**src/hdl/ipdf_pkg.sv**
```systemverilog
package ipdf_pkg;

  localparam int unsigned WindowBytes  = 8;
  localparam int unsigned LengthDigits = 3;

  localparam int unsigned WindowW = 8 * WindowBytes;
  localparam int unsigned KwLenW  = 4;
  localparam int unsigned TimeW   = 16;
  localparam int unsigned LenW    = 10;
  localparam int unsigned DigitsW = $clog2(LengthDigits + 1);
  localparam int unsigned StatusW = 3;
  localparam int unsigned AddrW   = 5;
  localparam int unsigned DataW   = 64;

  localparam logic [LenW-1:0] LenMax = LenW'(1023);

  localparam logic [7:0] CharComma = 8'h2c;
  localparam logic [7:0] CharColon = 8'h3a;
  localparam logic [7:0] CharZero  = 8'h30;
  localparam logic [7:0] CharNine  = 8'h39;

  localparam logic [WindowW-1:0] KeywordReset   = WindowW'(64'd185913590828);
  localparam logic [KwLenW-1:0]  KwLenReset     = KwLenW'(5);
  localparam logic [TimeW-1:0]   SearchToReset  = TimeW'(1600);
  localparam logic [TimeW-1:0]   PacketToReset  = TimeW'(1000);

  typedef enum logic [1:0] {
    RegKeywordChars  = 2'd0,
    RegKeywordLength = 2'd1,
    RegSearchTimeout = 2'd2,
    RegPacketTimeout = 2'd3
  } reg_idx_e;

  typedef enum logic [StatusW-1:0] {
    StPayload   = 3'd0,
    StSearchTo  = 3'd1,
    StHeaderTo  = 3'd2,
    StPayloadTo = 3'd3,
    StEmpty     = 3'd4
  } status_e;

  typedef enum logic {
    OpByte = 1'b0,
    OpTick = 1'b1
  } opcode_e;

  typedef struct packed {
    logic [WindowW-1:0] keyword_chars;
    logic [KwLenW-1:0]  keyword_length;
    logic [TimeW-1:0]   search_timeout;
    logic [TimeW-1:0]   packet_timeout;
  } cfg_t;

  function automatic logic [TimeW-1:0] load_time(input logic [TimeW-1:0] t);
    return (t == '0) ? TimeW'(1) : t;
  endfunction

endpackage

```
**src/hdl/ipdf_cfg_regs.sv**
```systemverilog
module ipdf_cfg_regs (
  input  logic                        clk_i,
  input  logic                        rst_ni,
  input  logic                        psel,
  input  logic                        penable,
  input  logic                        pwrite,
  input  logic [ipdf_pkg::AddrW-1:0]  paddr,
  input  logic [ipdf_pkg::DataW-1:0]  pwdata,
  output logic [ipdf_pkg::DataW-1:0]  prdata,
  output logic                        pready,
  output ipdf_pkg::cfg_t              cfg_o
);
  import ipdf_pkg::*;

  cfg_t     cfg_q, cfg_d;
  reg_idx_e idx;
  logic     wr_en;

  assign idx   = reg_idx_e'(paddr[AddrW-1:AddrW-2]);
  assign pready = 1'b1;
  assign wr_en = psel & penable & pwrite & pready;

  always_comb begin
    cfg_d = cfg_q;
    if (wr_en) begin
      unique case (idx)
        RegKeywordChars:  cfg_d.keyword_chars  = pwdata[WindowW-1:0];
        RegKeywordLength: cfg_d.keyword_length = pwdata[KwLenW-1:0];
        RegSearchTimeout: cfg_d.search_timeout = pwdata[TimeW-1:0];
        RegPacketTimeout: cfg_d.packet_timeout = pwdata[TimeW-1:0];
        default: ;
      endcase
    end
  end

  always_comb begin
    unique case (idx)
      RegKeywordChars:  prdata = DataW'(cfg_q.keyword_chars);
      RegKeywordLength: prdata = DataW'(cfg_q.keyword_length);
      RegSearchTimeout: prdata = DataW'(cfg_q.search_timeout);
      RegPacketTimeout: prdata = DataW'(cfg_q.packet_timeout);
      default:          prdata = '0;
    endcase
  end

  always_ff @(posedge clk_i or negedge rst_ni) begin
    if (!rst_ni) begin
      cfg_q.keyword_chars  <= KeywordReset;
      cfg_q.keyword_length <= KwLenReset;
      cfg_q.search_timeout <= SearchToReset;
      cfg_q.packet_timeout <= PacketToReset;
    end else begin
      cfg_q <= cfg_d;
    end
  end

  assign cfg_o = cfg_q;

endmodule

```
**src/hdl/at_ipd_packet_deframer_unit.sv**
```systemverilog
// Deframer for "+IPD,<id>,<len>:<payload>" packets arriving as UART bytes mixed with
// millisecond ticks. It takes one beat per cycle unless stalled and gives at most one
// result beat from an output register in the cycle after the input beat; the input stays
// ready while that register is empty or being emptied, so it sustains one item per cycle.
// Payload beats carry the announced length and mark the final byte with last; a search,
// header or payload timeout and an empty packet each give one status beat with last set.
module at_ipd_packet_deframer_unit (
  input  logic                          clk_i,
  input  logic                          rst_ni,
  input  logic                          in_valid_i,
  output logic                          in_ready_o,
  input  logic                          opcode_i,
  input  logic [7:0]                    rx_byte_i,
  output logic                          out_valid_o,
  input  logic                          out_ready_i,
  output logic [ipdf_pkg::StatusW-1:0]  status_o,
  output logic [7:0]                    data_byte_o,
  output logic                          last_o,
  output logic [ipdf_pkg::LenW-1:0]     packet_length_o,
  input  logic                          psel,
  input  logic                          penable,
  input  logic                          pwrite,
  input  logic [ipdf_pkg::AddrW-1:0]    paddr,
  input  logic [ipdf_pkg::DataW-1:0]    pwdata,
  output logic [ipdf_pkg::DataW-1:0]    prdata,
  output logic                          pready
);
  import ipdf_pkg::*;

  localparam logic [1:0] PhSearch  = 2'd0;
  localparam logic [1:0] PhComma   = 2'd1;
  localparam logic [1:0] PhDigits  = 2'd2;
  localparam logic [1:0] PhPayload = 2'd3;

  cfg_t cfg;

  ipdf_cfg_regs u_cfg (
    .clk_i   (clk_i),
    .rst_ni  (rst_ni),
    .psel    (psel),
    .penable (penable),
    .pwrite  (pwrite),
    .paddr   (paddr),
    .pwdata  (pwdata),
    .prdata  (prdata),
    .pready  (pready),
    .cfg_o   (cfg)
  );

  logic [1:0]         phase_q, phase_d;
  logic [WindowW-1:0] window_q, window_d;
  logic [TimeW-1:0]   deadline_q, deadline_d;
  logic [LenW-1:0]    acc_q, acc_d;
  logic [DigitsW-1:0] digits_q, digits_d;
  logic [LenW-1:0]    remain_q, remain_d;
  logic               closed_q, closed_d;

  logic               out_valid_q, out_valid_d;
  status_e            status_q, status_d;
  logic [7:0]         data_q, data_d;
  logic               last_q, last_d;
  logic [LenW-1:0]    len_q, len_d;

  logic               accept;
  logic               emit;
  logic [KwLenW-1:0]  k_eff;
  logic [WindowW-1:0] shifted;
  logic               match;
  logic [TimeW-1:0]   dl_dec;
  logic               is_digit;
  logic [LenW+3:0]    acc_mul;
  logic [LenW-1:0]    remain_dec;

  assign in_ready_o = !out_valid_q || out_ready_i;
  assign accept     = in_valid_i && in_ready_o;

  always_comb begin
    if (cfg.keyword_length == '0) begin
      k_eff = KwLenW'(1);
    end else if (cfg.keyword_length > KwLenW'(WindowBytes)) begin
      k_eff = KwLenW'(WindowBytes);
    end else begin
      k_eff = cfg.keyword_length;
    end
  end

  assign shifted = {window_q[WindowW-9:0], rx_byte_i};

  always_comb begin
    match = 1'b1;
    for (int j = 0; j < WindowBytes; j++) begin
      if ((KwLenW'(j) < k_eff) && (shifted[8*j +: 8] != cfg.keyword_chars[8*j +: 8])) begin
        match = 1'b0;
      end
    end
  end

  assign dl_dec     = (deadline_q != '0) ? deadline_q - TimeW'(1) : '0;
  assign is_digit   = (rx_byte_i >= CharZero) && (rx_byte_i <= CharNine);
  assign acc_mul    = {1'b0, acc_q, 3'b000} + {3'b000, acc_q, 1'b0}
                      + (LenW+4)'(rx_byte_i - CharZero);
  assign remain_dec = (remain_q != '0) ? remain_q - LenW'(1) : '0;

  always_comb begin
    phase_d    = phase_q;
    window_d   = window_q;
    deadline_d = deadline_q;
    acc_d      = acc_q;
    digits_d   = digits_q;
    remain_d   = remain_q;
    closed_d   = closed_q;
    emit       = 1'b0;
    status_d   = StPayload;
    data_d     = '0;
    last_d     = 1'b1;
    len_d      = '0;

    if (opcode_e'(opcode_i) == OpTick) begin
      deadline_d = dl_dec;
      if (dl_dec == '0) begin
        emit = 1'b1;
        unique case (phase_q)
          PhSearch:  status_d = StSearchTo;
          PhPayload: begin
            status_d = StPayloadTo;
            len_d    = acc_q;
          end
          default:   status_d = StHeaderTo;
        endcase
        phase_d    = PhSearch;
        deadline_d = load_time(cfg.search_timeout);
        acc_d      = '0;
        digits_d   = '0;
        remain_d   = '0;
        closed_d   = 1'b0;
      end
    end else begin
      unique case (phase_q)
        PhSearch: begin
          window_d = shifted;
          if (match) begin
            phase_d    = PhComma;
            deadline_d = load_time(cfg.packet_timeout);
          end
        end
        PhComma: begin
          if (rx_byte_i == CharComma) begin
            phase_d  = PhDigits;
            acc_d    = '0;
            digits_d = '0;
            closed_d = 1'b0;
          end
        end
        PhDigits: begin
          if ((rx_byte_i == CharColon) || (digits_q >= DigitsW'(LengthDigits))) begin
            if (acc_q == '0) begin
              emit       = 1'b1;
              status_d   = StEmpty;
              phase_d    = PhSearch;
              deadline_d = load_time(cfg.search_timeout);
              acc_d      = '0;
              digits_d   = '0;
              remain_d   = '0;
              closed_d   = 1'b0;
            end else begin
              phase_d    = PhPayload;
              remain_d   = acc_q;
              deadline_d = load_time(cfg.packet_timeout);
            end
          end else begin
            digits_d = digits_q + DigitsW'(1);
            if (!closed_q && is_digit) begin
              acc_d = (acc_mul > (LenW+4)'(LenMax)) ? LenMax : acc_mul[LenW-1:0];
            end else begin
              closed_d = 1'b1;
            end
          end
        end
        PhPayload: begin
          emit     = 1'b1;
          status_d = StPayload;
          data_d   = rx_byte_i;
          last_d   = (remain_q <= LenW'(1));
          len_d    = acc_q;
          remain_d = remain_dec;
          if (remain_dec == '0) begin
            phase_d    = PhSearch;
            deadline_d = load_time(cfg.search_timeout);
            acc_d      = '0;
            digits_d   = '0;
            closed_d   = 1'b0;
          end
        end
        default: ;
      endcase
    end
  end

  always_comb begin
    if (accept && emit) begin
      out_valid_d = 1'b1;
    end else if (out_ready_i) begin
      out_valid_d = 1'b0;
    end else begin
      out_valid_d = out_valid_q;
    end
  end

  always_ff @(posedge clk_i or negedge rst_ni) begin
    if (!rst_ni) begin
      phase_q     <= PhSearch;
      window_q    <= '0;
      deadline_q  <= load_time(SearchToReset);
      acc_q       <= '0;
      digits_q    <= '0;
      remain_q    <= '0;
      closed_q    <= 1'b0;
      out_valid_q <= 1'b0;
    end else begin
      out_valid_q <= out_valid_d;
      if (accept) begin
        phase_q    <= phase_d;
        window_q   <= window_d;
        deadline_q <= deadline_d;
        acc_q      <= acc_d;
        digits_q   <= digits_d;
        remain_q   <= remain_d;
        closed_q   <= closed_d;
      end
    end
  end

  always_ff @(posedge clk_i) begin
    if (accept && emit) begin
      status_q <= status_d;
      data_q   <= data_d;
      last_q   <= last_d;
      len_q    <= len_d;
    end
  end

  assign out_valid_o     = out_valid_q;
  assign status_o        = status_q;
  assign data_byte_o     = data_q;
  assign last_o          = last_q;
  assign packet_length_o = len_q;

endmodule

```
**config.mk**
```make
export PLATFORM = sky130hd
export DESIGN_NAME = at_ipd_packet_deframer_unit
export DESIGN_NICKNAME = d
export VERILOG_FILES = /design/src/hdl/ipdf_pkg.sv /design/src/hdl/ipdf_cfg_regs.sv /design/src/hdl/at_ipd_packet_deframer_unit.sv
export SDC_FILE = /design/constraint.sdc
export NUM_CORES = 1
export LEC_CHECK = 0
export BUFFER_PORTS_ARGS = -buffer_cell sky130_fd_sc_hd__buf_2
export CORE_UTILIZATION = 40
export CTS_BUF_LIST = sky130_fd_sc_hd__clkbuf_4 sky130_fd_sc_hd__clkbuf_8
export CTS_CLUSTER_DIAMETER = 40
export DETAILED_ROUTE_END_ITERATION = 16
export SLEW_MARGIN = 15
export SYNTH_ARGS = -nofsm -noshare
export SYNTH_HDL_FRONTEND = slang
export SYNTH_SLANG_ARGS = --single-unit
```
**constraint.sdc**
```tcl
create_clock -name clk_i -period 9.9 [get_ports clk_i]
set_input_delay 0.495 -clock clk_i [delete_from_list [all_inputs] [get_ports clk_i]]
set_output_delay 0.495 -clock clk_i [all_outputs]
set_load 0.02 [all_outputs]
```
==> impl_metrics.yaml, run 1 <==
run_status:
  status: "finished clean"
clock_tree:
  clock-sinks: 220
  ctsLongestPathBuffers: 3
  ctsHoldBuffers: 1
  path_clk_slew_ns: 0.06
  cts_tree: "done"
  cts_root_buf: "clkbuf_8"
  cts_setup_buffers: 0
  htree_levels: 2
  clock_latency_ns: 0.56
  cts_resized: 0
  cts_buffers: 42
timing:
  hold_viol: 0
  setup_tns_ns: 0
  finalSetupViolCount: 0
  relSlewSlack_pct: 26.2
  worstMarginPinSlew_ns: 1.11
  hold_ws_ns: 0.164
  maxSlewViolCount: 0
  period_share_pct: 39.6
  skew_ns: 0.0329
  fmax_mhz: 255
  period_minus_slack_ns: 3.92
  rsz0062_at_grt: "false"
power:
  p_total_uw: 3510
  p_leak_uw: 0.00622
  power.density_nw_per_um2: 247
  vdd_drop_max_mv: 0.103
hold_path:
  hp-class: "in2reg"
floorplan:
  fp-row-count: 63
  dieArea_um2: 30800
  core_um2: 29600
  ios: 174
  die_h_um: 175
  die_w_um: 175
  start_util_pct: 40.6
routing:
  drtPass1Iterations: 8
  wire_per_inst_um: 18.9
  vias: 8849
  drc_errors: 0
  wl_um: 31100
  drtIter0Drc: 618
  final_antenna_net_count: 0
  viasPerCell: 5.38
placed_design:
  post-place-cells: 1565
  gp_congestion: 0.883
  port_buffers: 169
  hpwl_um: 22100
cells_and_area:
  utilization_pct: 47.9
  instances_no_fill: 1645
  fillers: 2784
  area_growth_pct: 18.1
  drive_above_1_share_pct: 37.5
  final_common_cell: "mux2_2"
  antennaDiodeCount: 0
  layout_common_cells: "171 x mux2_2, 170 x dfrtp_1, 168 x buf_2, 70 x xnor2_1, 59 x and2_1"
  final_nets: 1341
yosys:
  syn_area_um2: 12000
  synth_warnings: 0
  yosys.area.top_type: "dfrtp_1"
  synth-seq-area-share_pct: 47.0
  synth-async-reset-ratio_pct: 90.0
  synth-seq-cells: 220
  yosysTopAreaCellShare_pct: 35.4
  synth_nets: 1168
  yosys.cell_types.count: 75
  synth_area_per_cell_um2: 11.5
  synthTopCellsByArea: "dfrtp_1 35%, mux2_2 16%, dfstp_2 6.1%"
  postSynthCellCount: 1048
  synth_ff_type: "dfrtp_1"
  synth-edff-count: 22
global_route:
  grt_max_degree: 73
  overflow: 0
  grt_pass1_wl_um: 49500
  grt_pass1_vias: 8785
  track_usage_pct: 20.4
  antenna_found_initial: 1
worst_setup_path:
  cp-end-kind: "register"
  cp-start-kind: "input port"
  crit_arrival_ns: 4.36
  critPathKind: "in2reg"
  worstPathRequired_ns: 10.34
  crit_path_max_fanout: 10
run:
  cap_viol_max_count: 0
==> sequential cells by signal, summed over array words and instances (netlist names) <==
register,flops
data_byte_o,8
packet_length_o,10
closed_q,1
last_o,1
u_cfg.cfg_o,100
digits_q,2
window_q,56
status_o,3
remain_q,10
phase_q,2
deadline_q,16
out_valid_o,1
acc_q,10
==> worst max-delay path, cell delays in order <==
cell	delay (ns)
buf_2	0.18
ha_1	0.27
nor3_1	0.59
fa_1	0.55
ha_1	0.33
inv_1	0.06
o221a_2	0.28
nor3_1	0.46
mux2_2	0.39
nand3_1	0.36
o211ai_1	0.15
a22o_1	0.24
==> cells in the mapped netlist (5+ instances only) <==
library cell	count
mux2_2	171
dfrtp_1	170
xnor2_1	70
and2_1	59
nor2_1	53
nand2_1	43
a21oi_1	35
clkbuf_1	35
o21ai_0	30
dfstp_2	28
a22o_1	27
ha_1	26
inv_1	25
edfxtp_1	22
nand4_1	22
nor4_1	18
and3_1	17
nand3_1	17
nor3_1	17
buf_2	10
fa_1	9
xor2_1	9
nand3b_1	8
a21o_1	6
a221o_1	6
a222oi_1	6
a31oi_1	5
nand2b_1	5
nor2b_1	5
o21ai_1	5
o31ai_1	5
or3_1	5
==> cell type report <==
class	instances	area [um^2]	share of cell area, %
well taps	390	488	3.43
multi-input cells	754	6090	42.9
clock buffers	67	791	5.57
clock inverters	11	154	1.08
flip-flops and latches	220	5650	39.8
repair buffers	178	937	6.60
inverters	25	93.8	0.661
==> power breakdown <==
part	switching, uW	internal [uW]
clock network	392	590
registers	316	1190
logic	483	533
total	1190	2320
==> cell families (layout without fill, tap and decap cells) <==
kind of cell    after synthesis  count (layout)  synth area share [%]
simple gates                295             295                  13.7
flops                       220             220                  47.0
mux                         180             180                  17.2
compound gates              164             164                  9.57
xor+xnor                     79              79                  5.75
buf+inv                      74             281                  2.51
fa+ha+maj                    35              35                  4.20
other cells                   1               1                0.0312
==> metal layers <==
layer | part of all wire [%] | vias to the layer above | track usage (%)
li1 | - | 4191 | -
met1 | 46 | 4350 | 28.9
met2 | 46 | 257 | 32.2
met3 | 5.4 | 49 | 3.33
met4 | 1.8 | 2 | 5.94
met5 | 0.035 | - | 0
==> metrics by stage <==
| step | instance area (um^2) | setup slack (ns) |
|---|---|---|
| 2_1_floorplan | 12000 | 6.12 |
| 3_3_place_gp | 13200 | 5.52 |
| 3_5_place_dp | 13200 | 5.45 |
| 4_1_cts | 14200 | 6.04 |
| 5_1_grt | 14200 | 5.72 |
| 6_report | 14200 | 5.98 |
==> path summary, 6_finish.rpt <==
| kind | depth (start not counted) | from | end | slack (ns) |
|---|---|---|---|---|
| min in group asynchronous | 2 | rst_ni | acc_q[5] | 0.52 |
| worst max register to register | 10 | deadline_q[0] | deadline_q[13] | 5.98 |
| worst min register to register | 1 | window_q[50] | window_q[50] | 0.53 |
| max in group asynchronous | 3 | rst_ni | u_cfg.cfg_o[53] | 8.02 |
| worst min-delay path | 2 | pwdata[40] | u_cfg.cfg_o[76] | 0.16 |
| worst max-delay path | 12 | rx_byte_i[5] | acc_q[8] | 5.98 |
Note: power is estimated with default switching activity, not from simulation.
==> run 2: changes to the inputs <==
clock period = 3.4 ns   (was 9.9 ns; I/O delays follow)
==> run 2 against run 1 <==
Net effect:
- worst hold slack worse by 0.13 ns
- via count is 5.2% higher
- clock skew is 0.0098 ns lower
- first-iteration DRC count is 0.81% higher
- clock power grew to 3.0 times the previous value
- critical path depth is 1 lower
- non-clock buffer count is 95 higher
- register-to-register slack worse by 5.7 ns
- cell area is 6.8% higher
- largest power group unchanged
==> impl_metrics.yaml, run 2 (synthesis gave the netlist of run 1 again) <==
run_status:
  status: "finished clean"
power:
  seq_power_share_pct: 42.1
  p_sw_share_pct: 33.4
  vdd_drop_max_mv: 0.380
  p_total_uw: 10400
  p_switching_uw: 3490
  p_comb_share_pct: 29.5
  power.internal_uw: 6950
  power.density_nw_per_um2: 688
  clock_power_share_pct: 28.4
  p_leak_uw: 0.00666
worst_setup_path:
  cp-end-kind: "register"
  crit_path_max_fanout: 10
  cp-start-kind: "register"
  r2r-end: "acc_q[8]"
  reg2reg_slack_ns: 0.25
  reg2reg_depth: 11
  timing.rr.start: "acc_q[5]"
  crit_arrival_ns: 3.56
  worstPathRequired_ns: 3.81
  critPathKind: "reg2reg"
routing:
  wire_per_inst_um: 18.7
  drtIter0Drc: 623
  drc_errors: 0
  wl_um: 32500
  final_antenna_net_count: 0
  viasPerCell: 5.36
  drtPass1Iterations: 6
  vias: 9312
placed_design:
  hpwl_um: 22900
  port_buffers: 169
  post-place-cells: 1596
  gp_congestion: 0.892
clock_tree:
  ctsLongestPathBuffers: 3
  clock-sinks: 220
  cts_resized: 0
  cts_buffers: 42
  cts_root_buf: "clkbuf_8"
  htree_levels: 2
  clock_latency_ns: 0.54
  cts_tree: "done"
  path_clk_slew_ns: 0.06
cells_and_area:
  utilization_pct: 51.2
  area_growth_pct: 26.1
  final_common_cell: "mux2_2"
  antennaDiodeCount: 0
  layout_common_cells: "171 x mux2_2, 170 x dfrtp_1, 168 x buf_2, 70 x xnor2_1, 66 x dlygate4sd3_1"
  instances_no_fill: 1738
  largest_reg_flops: 100
  drive_above_1_share_pct: 37.1
  final_nets: 1436
timing:
  rsz0062_at_grt: "false"
  worstMarginPinSlew_ns: 0.914
  period_minus_slack_ns: 3.15
  hold_viol: 0
  hold_ws_ns: 0.0352
  maxSlewViolCount: 0
  setup_tns_ns: 0
  relSlewSlack_pct: 39.1
  fmax_mhz: 317
  finalSetupViolCount: 0
  skew_ns: 0.0231
  period_share_pct: 92.7
hold_path:
  worstHoldPathCells: 2
  worstHoldStart: "rx_byte_i[7]"
  min_to: "window_q[7]"
  hp-class: "in2reg"
global_route:
  grt_max_degree: 105
  grt_pass1_vias: 9414
  overflow: 0
  track_usage_pct: 21.5
  grt_pass1_wl_um: 52200
  antenna_found_initial: 0
floorplan:
  die_w_um: 175
  ios: 174
  start_util_pct: 40.6
  dieArea_um2: 30800
  core_um2: 29600
  fp-row-count: 63
  die_h_um: 175
run:
  cap_viol_max_count: 0
-- run 2: repair_timing --
item / CTS / global route
buffers inserted: 0 / 0
hold endpoints to repair: 188 / 0
hold buffers: 66 / 0
-- run 2: worst max-delay path, stage by stage, from the launching register on --
cell	delay (ns)
dfrtp_1	0.52
fa_1	0.48
ha_1	0.32
a21o_1	0.18
a21oi_1	0.27
a21oi_1	0.14
o21a_1	0.19
or3_1	0.30
a21oi_1	0.14
buf_4	0.18
o211ai_1	0.10
a22o_1	0.20
-- run 2: area by class of cell --
class	count	area (um^2)
flip-flops and latches	220	5650
well taps	390	488
clock buffers	66	808
repair buffers	273	1860
inverters	25	93.8
fillers	2663	14500
multi-input cells	754	6100
clock inverters	10	168
-- run 2: worst max path at each step --
stage	cells past startpoint	startpoint	endpoint	slack (ns)
detailed placement	14	rx_byte_i[4]	acc_q[7]	0.06
floorplan	12	rx_byte_i[4]	acc_q[8]	0.13
finish	11	acc_q[5]	acc_q[8]	0.25
global placement	14	rx_byte_i[4]	acc_q[8]	0.09
CTS	11	acc_q[5]	acc_q[7]	0.25
global route	10	remain_q[0]	acc_q[9]	0.01
-- run 2: per-stage QoR --
stage          instance area [um^2]  worst slack, ns
2_1_floorplan                 12000            0.129
3_3_place_gp                  13500           0.0937
3_5_place_dp                  13500           0.0645
4_1_cts                       15200            0.252
5_1_grt                       15200           0.0125
6_report                      15200            0.247
-- run 2: power by group through the flow --
stage	Combinational, uW	Clock, uW	Sequential (uW)
after global routing	3410	3160	4510
after CTS	3090	3040	4390
final	3080	2970	4390
after detailed placement	3010	0	4430
after global placement	2970	0	4410
after floorplan	2370	0	4060
-- run 2: layer usage --
metal	up-vias	global-route usage, %	share of wire [%]
met5	-	0	0
met4	0	6.27	2.1
met3	53	3.66	5.1
met2	277	34.6	47
met1	4591	29.8	46
li1	4391	-	-
==> run 3: changes to the inputs <==
MAX_ROUTING_LAYER = met4   (was not set)
SETUP_SLACK_MARGIN = 0.1   (was not set)
==> run 3 against run 2 <==
Net effect:
- fmax rose by 1.1%
- first-iteration DRC count down 3.0%
- register-to-register slack better by 0.04 ns
- utilization barely moved
- critical path depth did not move
- critical endpoint is now acc_q[7]
- largest power group unchanged
- setup slack gained 0.035 ns
- clock-buffer cell count unchanged
- wire length hardly changed
- cell count is essentially flat
- sequential share of layout area about the same
- power barely moved
- worst hold slack got worse by 0.0025 ns
==> impl_metrics.yaml, run 3 (synthesis gave the netlist of run 1 again) <==
placed_design:
  port_buffers: 169
  gp_congestion: 0.907
  post-place-ws_ns: 0.0645
  hpwl_um: 22900
worst_setup_path:
  cp_top_family: "adder cells"
  cp_cell_sequence: "fa_1 -> ha_1 -> a21o_1 -> a21oi_1 -> o221a_2 -> nor3_1 -> mux2_2 -> nand3_1 -> buf_4 -> nand3_1 -> a22o_1"
  crit_buf_inv: 1
  worstPathRequired_ns: 3.82
  crit_arrival_ns: 3.53
  crit_path_max_fanout: 9
  critPathKind: "reg2reg"
  crit_path_top_delay_cell: "dfrtp_1"
  cp_slowest_stage_delay_ns: 0.55
  cp-end-kind: "register"
  cp-start-kind: "register"
  cp_common_cell: "nand3_1"
cells_and_area:
  drive_above_1_share_pct: 37.4
  utilization_pct: 51.2
  layout_common_cells: "171 x mux2_2, 169 x dfrtp_1, 168 x buf_2, 70 x xnor2_1, 66 x dlygate4sd3_1"
  final_common_cell: "mux2_2"
  area_growth_pct: 26.2
  largest_reg_flops: 100
  final_nets: 1436
routing:
  viasPerCell: 5.34
  drc_errors: 0
  wire_per_inst_um: 18.7
  final_antenna_net_count: 0
  drtPass1Iterations: 5
  vias: 9282
  drtIter0Drc: 604
  wl_um: 32500
clock_tree:
  cts_buffers: 42
  path_clk_slew_ns: 0.06
  ctsLongestPathBuffers: 3
  cts_root_buf: "clkbuf_8"
  clock-sinks: 220
  clock_latency_ns: 0.54
  htree_levels: 2
  cts_tree: "done"
timing:
  maxSlewViolCount: 0
  worstMarginPinSlew_ns: 0.919
  finalSetupViolCount: 0
  hold_viol: 0
  period_minus_slack_ns: 3.12
  relSlewSlack_pct: 38.8
  setup_tns_ns: 0
  period_share_pct: 91.7
  rsz0062_at_grt: "false"
  skew_ns: 0.0261
  fin_ws_ns: 0.282
  fmax_mhz: 321
power:
  power.density_nw_per_um2: 688
  p_total_uw: 10400
  p_leak_uw: 0.00666
  vdd_drop_max_mv: 0.380
global_route:
  antenna_found_initial: 0
  grt_pass1_wl_um: 52200
  track_usage_pct: 22.2
  overflow: 0
  grt_max_degree: 105
  grt_pass1_vias: 9400
hold_path:
  hp-class: "in2reg"
floorplan:
  ios: 174
  start_util_pct: 40.6
  die_w_um: 175
  core_um2: 29600
  die_h_um: 175
  dieArea_um2: 30800
  fp-row-count: 63
run:
  cap_viol_max_count: 0
run_status:
  status: "finished clean"
run 3: changes by cell type in the layout (fill, tap and decap cells not counted):
cell / before / now
a21oi_1: 35 / 34
a21oi_2: 0 / 1
and4_1: 1 / 0
and4_2: 0 / 1
dfrtp_1: 170 / 169
dfrtp_2: 0 / 1
diode_2: 0 / 1
or3b_1: 1 / 0
or3b_4: 0 / 1
run 3: where the power goes:
group | total, uW | switching [uW] | leakage, uW | internal [uW]
clock | 2970 | 1140 | 0.000505 | 1820
sequential | 4390 | 916 | 0.00260 | 3470
combinational | 3090 | 1430 | 0.00356 | 1660
total | 10400 | 3490 | 0.00666 | 6960
run 3: path summary, 6_finish.rpt:
| path | start | end | slack (ns) | cells after the start |
|---|---|---|---|---|
| max in group asynchronous | rst_ni | deadline_q[10] | 2.22 | 3 |
| min in group asynchronous | rst_ni | u_cfg.cfg_o[91] | 0.34 | 2 |
| hold / removal | rx_byte_i[7] | window_q[7] | 0.03 | 2 |
| setup / recovery | acc_q[2] | acc_q[7] | 0.28 | 11 |
| hold reg to reg | window_q[53] | window_q[53] | 0.53 | 1 |
| setup reg to reg | acc_q[2] | acc_q[7] | 0.28 | 11 |
run 3: worst reg2reg max path: cells and delay by family, from the launching register on:
kind	cells	cell delay, ns
AND/OR/NAND/NOR	3	0.46
AO/OA/AOI/OAI	4	0.65
buffers and inverters	1	0.18
flip-flops	1	0.55
adder cells (fa/ha/maj)	2	0.80
multiplexers	1	0.37
run 3: layout make-up:
| cell class | instances | area, um^2 |
|---|---|---|
| Inverter | 25 | 93.8 |
| Clock inverter | 10 | 168 |
| Sequential cell | 220 | 5650 |
| Antenna cell | 1 | 2.50 |
| Clock buffer | 66 | 808 |
| Multi-Input combinational cell | 754 | 6110 |
| Timing Repair Buffer | 273 | 1860 |
| Tap cell | 390 | 488 |
| Fill cell | 2660 | 14500 |
run 3: through the flow:
step                      hold WS (ns)  cell area, um^2  cells
after floorplan                 -0.126            12000   1048
after global placement           0.377            13500   1596
after detailed placement         0.372            13500   1596
after CTS                      0.00992            15200   1738
after global routing            0.0317            15200   1738
final                           0.0327            15200   1739
run 3: metal layers:
layer  part of all wire, %  track usage, %
met3                   5.8            3.51
met5                     0               -
met1                    45            29.9
met4                   2.0            6.27
met2                    47            34.6
run 3: what timing repair did:
action	in CTS	in global routing
resized for setup	0	4
endpoints found under the hold margin	188	0
buffers inserted	0	0
setup endpoints to repair	0	14
hold buffers	66	0
